==> src/hdl/pbr_pkg.sv <==
// Package for the polynomial bisection root unit: codes, widths and types.
// No dependencies.
package pbr_pkg;
   localparam int DATA_W = 32;
   localparam int FRAC_W = 16;
   localparam int LIMIT_W = 8;
   localparam int TOL_W = 31;
   localparam int POW_W = 4;

   localparam logic FUNC_LOAD = 1'b0;
   localparam logic FUNC_SOLVE = 1'b1;

   localparam logic [1:0] STOP_TOL = 2'd0;
   localparam logic [1:0] STOP_ZERO = 2'd1;
   localparam logic [1:0] STOP_LIMIT = 2'd2;

   localparam logic CSR_LIMIT = 1'b0;
   localparam logic CSR_TOL = 1'b1;

   typedef logic signed [DATA_W-1:0] word_type;

   // control between the sequencer and the evaluator
   typedef struct packed {
      logic start;
      logic signed [DATA_W-1:0] x;
   } eval_req_type;

   typedef struct packed {
      logic done;
      logic signed [DATA_W-1:0] y;
   } eval_rsp_type;

   function automatic logic signed [DATA_W-1:0] sat32(input logic signed [DATA_W+1:0] v);
      logic signed [DATA_W+1:0] hi;
      logic signed [DATA_W+1:0] lo;
      hi = {{3{1'b0}}, {(DATA_W-1){1'b1}}};
      lo = {{3{1'b1}}, {(DATA_W-1){1'b0}}};
      if (v > hi) return hi[DATA_W-1:0];
      else if (v < lo) return lo[DATA_W-1:0];
      else return v[DATA_W-1:0];
   endfunction
endpackage

==> src/hdl/pbr_eval.sv <==
// Horner evaluator with a bit-serial shift-and-add multiplier.
// Depends on pbr_pkg. One multiplier bit per cycle; each Horner step is a multiplier pass and an add.
module pbr_eval #(
   parameter int MAX_DEGREE = 8
) (
   input  logic clock,
   input  logic reset,
   input  pbr_pkg::eval_req_type req,
   output pbr_pkg::eval_rsp_type rsp,
   output logic [$clog2(MAX_DEGREE+1)-1:0] rd_index,
   input  logic signed [pbr_pkg::DATA_W-1:0] rd_coef
);
   import pbr_pkg::*;
   localparam int IDX_W = $clog2(MAX_DEGREE+1);
   localparam int PROD_W = 2*DATA_W;
   localparam int BIT_W = $clog2(DATA_W+1);

   localparam logic [1:0] ST_IDLE = 2'd0;
   localparam logic [1:0] ST_LOAD = 2'd1;
   localparam logic [1:0] ST_MUL = 2'd2;
   localparam logic [1:0] ST_ADD = 2'd3;

   logic [1:0] state_ff, state_in;
   logic [IDX_W-1:0] idx_ff, idx_in;
   logic [BIT_W-1:0] bit_ff, bit_in;
   logic signed [DATA_W-1:0] x_ff, x_in;
   logic signed [DATA_W-1:0] y_ff, y_in;
   logic [DATA_W-1:0] mshift_ff, mshift_in;
   logic signed [PROD_W-1:0] acc_ff, acc_in;
   logic done_ff, done_in;
   logic signed [PROD_W-1:0] addend;
   logic signed [PROD_W-1:0] prod_sh;
   logic signed [DATA_W-1:0] p_sat;

   assign rd_index = idx_ff;

   always_comb begin
      // multiplier bit i has weight 2^i, and bit 31 carries -2^31
      addend = PROD_W'(x_ff) <<< bit_ff;
      prod_sh = acc_ff >>> FRAC_W;
      if (prod_sh > PROD_W'(signed'({1'b0, {(DATA_W-1){1'b1}}})))
         p_sat = {1'b0, {(DATA_W-1){1'b1}}};
      else if (prod_sh < -(PROD_W'(signed'({1'b0, {(DATA_W-1){1'b1}}}))) - 1)
         p_sat = {1'b1, {(DATA_W-1){1'b0}}};
      else
         p_sat = prod_sh[DATA_W-1:0];
   end

   always_comb begin
      state_in = state_ff;
      idx_in = idx_ff;
      bit_in = bit_ff;
      x_in = x_ff;
      y_in = y_ff;
      mshift_in = mshift_ff;
      acc_in = acc_ff;
      done_in = 1'b0;
      case (state_ff)
         ST_IDLE: begin
            if (req.start) begin
               x_in = req.x;
               idx_in = IDX_W'(MAX_DEGREE);
               state_in = ST_LOAD;
            end
         end
         ST_LOAD: begin
            y_in = rd_coef;
            if (idx_ff == '0) begin
               done_in = 1'b1;
               state_in = ST_IDLE;
            end else begin
               idx_in = idx_ff - 1'b1;
               mshift_in = rd_coef;
               acc_in = '0;
               bit_in = '0;
               state_in = ST_MUL;
            end
         end
         ST_MUL: begin
            // y is the multiplier, taken one bit a cycle from the shift register
            if (mshift_ff[0]) begin
               if (bit_ff == BIT_W'(DATA_W-1)) acc_in = acc_ff - addend;
               else acc_in = acc_ff + addend;
            end
            mshift_in = mshift_ff >> 1;
            bit_in = bit_ff + 1'b1;
            if (bit_ff == BIT_W'(DATA_W-1)) state_in = ST_ADD;
         end
         ST_ADD: begin
            y_in = sat32({{2{p_sat[DATA_W-1]}}, p_sat} + {{2{rd_coef[DATA_W-1]}}, rd_coef});
            if (idx_ff == '0) begin
               done_in = 1'b1;
               state_in = ST_IDLE;
            end else begin
               idx_in = idx_ff - 1'b1;
               mshift_in = sat32({{2{p_sat[DATA_W-1]}}, p_sat}
                                 + {{2{rd_coef[DATA_W-1]}}, rd_coef});
               acc_in = '0;
               bit_in = '0;
               state_in = ST_MUL;
            end
         end
         default: state_in = ST_IDLE;
      endcase
   end

   always_ff @(posedge clock) begin
      if (reset) begin
         state_ff <= ST_IDLE;
         done_ff <= 1'b0;
      end else begin
         state_ff <= state_in;
         done_ff <= done_in;
      end
      idx_ff <= idx_in;
      bit_ff <= bit_in;
      x_ff <= x_in;
      y_ff <= y_in;
      mshift_ff <= mshift_in;
      acc_ff <= acc_in;
   end

   assign rsp.done = done_ff;
   assign rsp.y = y_ff;
endmodule

==> src/hdl/polynomial_bisection_root_unit.sv <==
// Top level of the polynomial bisection root unit: coefficient store,
// bisection sequencer, result strobe. Depends on pbr_pkg and pbr_eval.
//
// A load item (func 0) is taken without making the block busy. A solve item
// runs up to iteration_limit bisection steps. Each step evaluates the
// polynomial at the midpoint and, unless it stops, at the lower end. Each
// evaluation runs through the bit-serial multiplier of pbr_eval: one
// coefficient load, then a multiplier pass and an add for each further
// coefficient, then the done flag. busy stays high until the result strobe;
// the result is shown for one cycle on rsp_valid and cannot be held off.
module polynomial_bisection_root_unit #(
   parameter int MAX_DEGREE = 8
) (
   input  logic clock,
   input  logic reset,
   input  logic start,
   output logic busy,
   input  logic req_func,
   input  logic [pbr_pkg::POW_W-1:0] req_coef_power,
   input  logic signed [pbr_pkg::DATA_W-1:0] req_coef_value,
   input  logic signed [pbr_pkg::DATA_W-1:0] req_low_end,
   input  logic signed [pbr_pkg::DATA_W-1:0] req_high_end,
   output logic rsp_valid,
   output logic signed [pbr_pkg::DATA_W-1:0] rsp_root,
   output logic [pbr_pkg::LIMIT_W-1:0] rsp_iterations_used,
   output logic [1:0] rsp_stop_reason,
   input  logic csr_we,
   input  logic csr_index,
   input  logic [pbr_pkg::TOL_W-1:0] csr_wdata
);
   import pbr_pkg::*;
   localparam int IDX_W = $clog2(MAX_DEGREE+1);

   localparam logic [2:0] ST_IDLE = 3'd0;
   localparam logic [2:0] ST_MID = 3'd1;
   localparam logic [2:0] ST_WMID = 3'd2;
   localparam logic [2:0] ST_WLO = 3'd3;
   localparam logic [2:0] ST_DONE = 3'd4;

   logic [2:0] state_ff, state_in;
   logic signed [DATA_W-1:0] coef_ff [MAX_DEGREE+1];
   logic [LIMIT_W-1:0] limit_ff;
   logic [TOL_W-1:0] tol_ff;
   logic signed [DATA_W-1:0] lo_ff, lo_in, hi_ff, hi_in, mid_ff, mid_in, fmid_ff, fmid_in;
   logic [LIMIT_W-1:0] cnt_ff, cnt_in;
   logic [1:0] reason_ff, reason_in;
   logic half_small_ff, half_small_in;
   logic valid_ff, valid_in;
   eval_req_type ereq;
   eval_rsp_type ersp;
   logic [IDX_W-1:0] rd_index;
   logic signed [DATA_W-1:0] rd_coef;
   logic signed [DATA_W:0] sum_w, diff_w;
   logic accept;

   assign accept = start && !busy;
   assign rd_coef = coef_ff[rd_index];
   assign sum_w = {lo_ff[DATA_W-1], lo_ff} + {hi_ff[DATA_W-1], hi_ff};
   assign diff_w = {hi_ff[DATA_W-1], hi_ff} - {lo_ff[DATA_W-1], lo_ff};

   pbr_eval #(.MAX_DEGREE(MAX_DEGREE)) u_eval (
      .clock(clock), .reset(reset), .req(ereq), .rsp(ersp),
      .rd_index(rd_index), .rd_coef(rd_coef)
   );

   always_comb begin
      state_in = state_ff;
      lo_in = lo_ff;
      hi_in = hi_ff;
      mid_in = mid_ff;
      fmid_in = fmid_ff;
      cnt_in = cnt_ff;
      reason_in = reason_ff;
      half_small_in = half_small_ff;
      valid_in = 1'b0;
      ereq.start = 1'b0;
      ereq.x = mid_ff;
      case (state_ff)
         ST_IDLE: begin
            if (accept && req_func == FUNC_SOLVE) begin
               lo_in = req_low_end;
               hi_in = req_high_end;
               cnt_in = '0;
               mid_in = '0;
               state_in = ST_MID;
            end
         end
         ST_MID: begin
            if (cnt_ff >= limit_ff) begin
               reason_in = STOP_LIMIT;
               state_in = ST_DONE;
            end else begin
               mid_in = sum_w[DATA_W:1];
               // half is floor(diff/2); half < tol with tol >= 0
               half_small_in = diff_w[DATA_W] ||
                               ({1'b0, diff_w[DATA_W-1:1]} < {1'b0, tol_ff});
               cnt_in = cnt_ff + 1'b1;
               ereq.start = 1'b1;
               ereq.x = sum_w[DATA_W:1];
               state_in = ST_WMID;
            end
         end
         ST_WMID: begin
            if (ersp.done) begin
               fmid_in = ersp.y;
               if (half_small_ff) begin
                  reason_in = STOP_TOL;
                  state_in = ST_DONE;
               end else if (ersp.y == '0) begin
                  reason_in = STOP_ZERO;
                  state_in = ST_DONE;
               end else begin
                  ereq.start = 1'b1;
                  ereq.x = lo_ff;
                  state_in = ST_WLO;
               end
            end
         end
         ST_WLO: begin
            if (ersp.done) begin
               if (ersp.y != '0 && (ersp.y[DATA_W-1] != fmid_ff[DATA_W-1]))
                  hi_in = mid_ff;
               else
                  lo_in = mid_ff;
               state_in = ST_MID;
            end
         end
         ST_DONE: begin
            valid_in = 1'b1;
            state_in = ST_IDLE;
         end
         default: state_in = ST_IDLE;
      endcase
   end

   always_ff @(posedge clock) begin
      if (reset) begin
         state_ff <= ST_IDLE;
         valid_ff <= 1'b0;
         limit_ff <= LIMIT_W'(50);
         tol_ff <= TOL_W'(66);
         for (int i = 0; i <= MAX_DEGREE; i++) coef_ff[i] <= '0;
      end else begin
         state_ff <= state_in;
         valid_ff <= valid_in;
         if (csr_we && csr_index == CSR_LIMIT) limit_ff <= csr_wdata[LIMIT_W-1:0];
         if (csr_we && csr_index == CSR_TOL) tol_ff <= csr_wdata;
         if (accept && req_func == FUNC_LOAD &&
             {1'b0, req_coef_power} <= (POW_W+1)'(MAX_DEGREE))
            coef_ff[IDX_W'(req_coef_power)] <= req_coef_value;
      end
      lo_ff <= lo_in;
      hi_ff <= hi_in;
      mid_ff <= mid_in;
      fmid_ff <= fmid_in;
      cnt_ff <= cnt_in;
      reason_ff <= reason_in;
      half_small_ff <= half_small_in;
   end

   assign busy = (state_ff != ST_IDLE);
   assign rsp_valid = valid_ff;
   assign rsp_root = mid_ff;
   assign rsp_iterations_used = cnt_ff;
   assign rsp_stop_reason = reason_ff;
endmodule

==> config.mk <==
export PLATFORM = sky130hd
export DESIGN_NAME = polynomial_bisection_root_unit
export DESIGN_NICKNAME = d
export VERILOG_FILES = /design/src/hdl/pbr_pkg.sv /design/src/hdl/pbr_eval.sv /design/src/hdl/polynomial_bisection_root_unit.sv
export SDC_FILE = /design/constraint.sdc
export NUM_CORES = 2
export LEC_CHECK = 0
export BUFFER_PORTS_ARGS = -buffer_cell sky130_fd_sc_hd__buf_2
export CAP_MARGIN = 15
export CORE_ASPECT_RATIO = 0.8
export CORE_MARGIN = 10
export CORE_UTILIZATION = 40
export DETAILED_ROUTE_END_ITERATION = 7
export PLACE_DENSITY = 0.58
export SLEW_MARGIN = 30
export SYNTH_ARGS = -nofsm -noshare
export SYNTH_HDL_FRONTEND = slang
export SYNTH_HIERARCHICAL = 1
export SYNTH_SLANG_ARGS = --single-unit
==> constraint.sdc <==
create_clock -name clock -period 11.45 [get_ports clock]
set_input_delay 1.145 -clock clock [delete_from_list [all_inputs] [get_ports clock]]
set_output_delay 1.145 -clock clock [all_outputs]
set_load 0.02 [all_outputs]
==> impl_metrics.json <==
{
  "worstSkewPairLatency_ns": 0.74,
  "outcome": "finished, final reports clean",
  "worstPathMaxFanout": 75,
  "arrival_ns": 7.92,
  "area_growth_pct": 12.6,
  "grt_max_degree": 76,
  "ys.flop_type": "edfxtp_1",
  "worstSetupEndpointType": "flop",
  "synth.most_common_cell": "edfxtp_1",
  "p_per_area_nw_per_um2": 171,
  "core-area_um2": 125000,
  "critPathLaunchType": "flop",
  "drv_cap": 0,
  "num_io_pins": 181,
  "io_buffers": 180,
  "ys_seq_area_share_pct": 49.2,
  "postCtsHoldBufs": 0,
  "synth_top_area_share_pct": 47.3,
  "final-setup-viol-count": 0,
  "synth_edf_count": 790,
  "crit_buf_inv": 2,
  "netlist-cell-type-count": 114,
  "via_per_inst": 5.72,
  "syn_inst": 4457,
  "track_usage_pct": 20.7,
  "skew_ns": 0.0624,
  "drt_iter0_markers": 4227,
  "p_leak_nw": 22.0,
  "period_share_pct": 65.3,
  "crit_top_cell": "nand2_1",
  "hold_ws_ns": 0.454,
  "htree_levels": 3,
  "antenna_found_initial": 7,
  "gp_congestion": 0.956,
  "synthArstFlopShare_pct": 0,
  "drive_above_1_share_pct": 13.7,
  "critPathKind": "reg2reg",
  "firstDrtPassIters": 7,
  "cts_tree": "done",
  "synth_seq_cells": 836,
  "via_count": 37045,
  "drt_wl_total_um": 150000,
  "drc": 0,
  "die_w_um": 416,
  "rsz0062_at_grt": "false",
  "cp_data_required_time_ns": 11.89,
  "grt-ovfl-total": 0,
  "holdCritPathClass": "reg2reg",
  "start_util_pct": 40.2,
  "synth_largest_area_cell": "edfxtp_1",
  "cp_slowest_cell": "o41ai_2",
  "setup_tns_ns": 0,
  "cts-root-buf": "clkbuf_16",
  "path_delay_family": "compound AO/OA/AOI/OAI gates",
  "rows": 116,
  "synth.area.top_cells": "edfxtp_1 47%, mux4_2 8.9%, ha_1 5.0%",
  "ir_drop_mv": 0.140,
  "dieArea_um2": 140000,
  "min_period_ns": 7.48,
  "cts.sinks": 836,
  "syn_area_per_cell_um2": 11.2,
  "crit_chain": "buf_4 -> clkinv_1 -> a2bb2oi_2 -> a21oi_1 -> o21ai_0 -> nand2_1 -> nor3_1 -> a21oi_1 -> o21ai_0 -> nand2_1 -> ha_1 -> nand2_1 -> or3_1 -> o211ai_1 -> a21boi_0 -> o21bai_1 -> a31oi_1 -> o41ai_2 -> a211oi_1 -> o31a_1 -> mux2_2",
  "cts_buffers": 89,
  "cts_setup_buffers": 0,
  "ant_nets": 0,
  "clkTransAtPathRegs_ns": 0.06,
  "slew_violations": 0,
  "cts_resized": 0,
  "grt_pass1_wl_um": 225000,
  "worstMarginPinSlew_ns": 1.22,
  "cts_buffer_depth": 3,
  "maxSlewHeadroom_pct": 18.1,
  "fmax_ghz": 0.134,
  "netlist_area_um2": 50100,
  "nets": 5095,
  "grt_pass1_vias": 34907,
  "wl_per_cell_um": 23.2,
  "critPathMaxStageDelay_ns": 0.71,
  "synthTopCellsByCount": "790 x edfxtp_1, 460 x nand2_1, 307 x nor2_1",
  "hold_viol": 0,
  "yosys_warnings": 6,
  "dpl.hpwl_um": 106000,
  "die_y_um": 337
}
## sequential cells by signal, indices dropped and copies added, names as in the netlist
name / count
u_eval/x_ff: 32
rsp_root: 32
u_eval/acc_ff: 64
rsp_stop_reason: 2
tol_ff: 31
hi_ff: 32
u_eval/done_ff: 1
u_eval/bit_ff: 6
coef_ff: 512
limit_ff: 8
rsp_iterations_used: 8
u_eval/state_ff: 2
lo_ff: 32
half_small_ff: 1
rsp_valid: 1
u_eval/mshift_ff: 32
fmid_ff: 1
u_eval/y_ff: 32
u_eval/rd_index: 4
state_ff: 3
## area by class of cell
class,instances,area [um^2]
fillers,11694,68300
multi-input cells,3408,24800
flip-flops and latches,836,24600
clock buffers,113,2390
well taps,1652,2070
repair buffers,247,1410
inverters,173,649
clock inverters,44,539
diodes,2,5.00
## tightest hold or removal path: stages, from the launching register on
cell and delay, ns:
dfxtp_1 0.31, nand2_1 0.05, a21oi_1 0.05
## kinds of logic after synthesis
kind of cell	share of synthesized area, %
compound gates	13.3
other cells	0.00748
buf+inv	3.45
fa+ha+maj	5.13
mux	10.8
simple gates	14.8
xor+xnor	3.39
flops	49.2
## metal layers
layer  track usage (%)  share of wire (%)  vias to the layer above
met5                 0             0.0087                        -
met4              4.22                1.9                        2
met3              3.20                7.6                      178
met1              32.7                 48                    18373
li1                  -                  -                    17077
met2              29.8                 42                     1415
## report_power, final
group | internal [mW] | total (mW) | switching [mW]
sequential | 3.66 | 3.78 | 0.127
combinational | 1.11 | 2.94 | 1.83
clock | 1.63 | 2.93 | 1.30
total | 6.39 | 9.64 | 3.25
## cells in the final DEF, fill, tap and decap left out, types with 50 or more instances in the layout
cell         n
edfxtp_1   790
nand2_1    458
nor2_1     299
and2_1     284
a21oi_1    280
conb_1     224
ha_1       199
mux4_2     198
buf_2      180
inv_1      170
o21ai_0    165
xnor2_1    132
a21o_1     116
nand3_1     92
clkbuf_16   91
buf_4       65
xor2_1      62
mux2i_1     61
nor3_1      57
and3_1      50
## worst paths after layout
kind | slack (ns) | depth (start not counted) | to | startpoint
worst max-delay path | 3.97 | 21 | u_eval/acc_ff[58] | u_eval/bit_ff[2]
worst min-delay path | 0.45 | 2 | tol_ff[5] | tol_ff[5]
worst max register to register | 3.97 | 21 | u_eval/acc_ff[58] | u_eval/bit_ff[2]
worst min register to register | 0.45 | 2 | tol_ff[5] | tol_ff[5]
## metrics by stage
stage                     worst slack [ns]  instance area (um^2)  total power [mW]  std cells  util [%]
after floorplan                       5.61                 51000              5.84       4680         -
after global placement                3.92                 53500              6.71       6315      42.8
after detailed placement              3.88                 53500              6.72       6316      42.9
after CTS                             3.84                 56400              9.67       6473      45.2
after global routing                  3.37                 56500              10.1       6473      45.2
final                                 3.97                 56500              9.64       6475      45.2
Power figures use the tool's default switching activity.
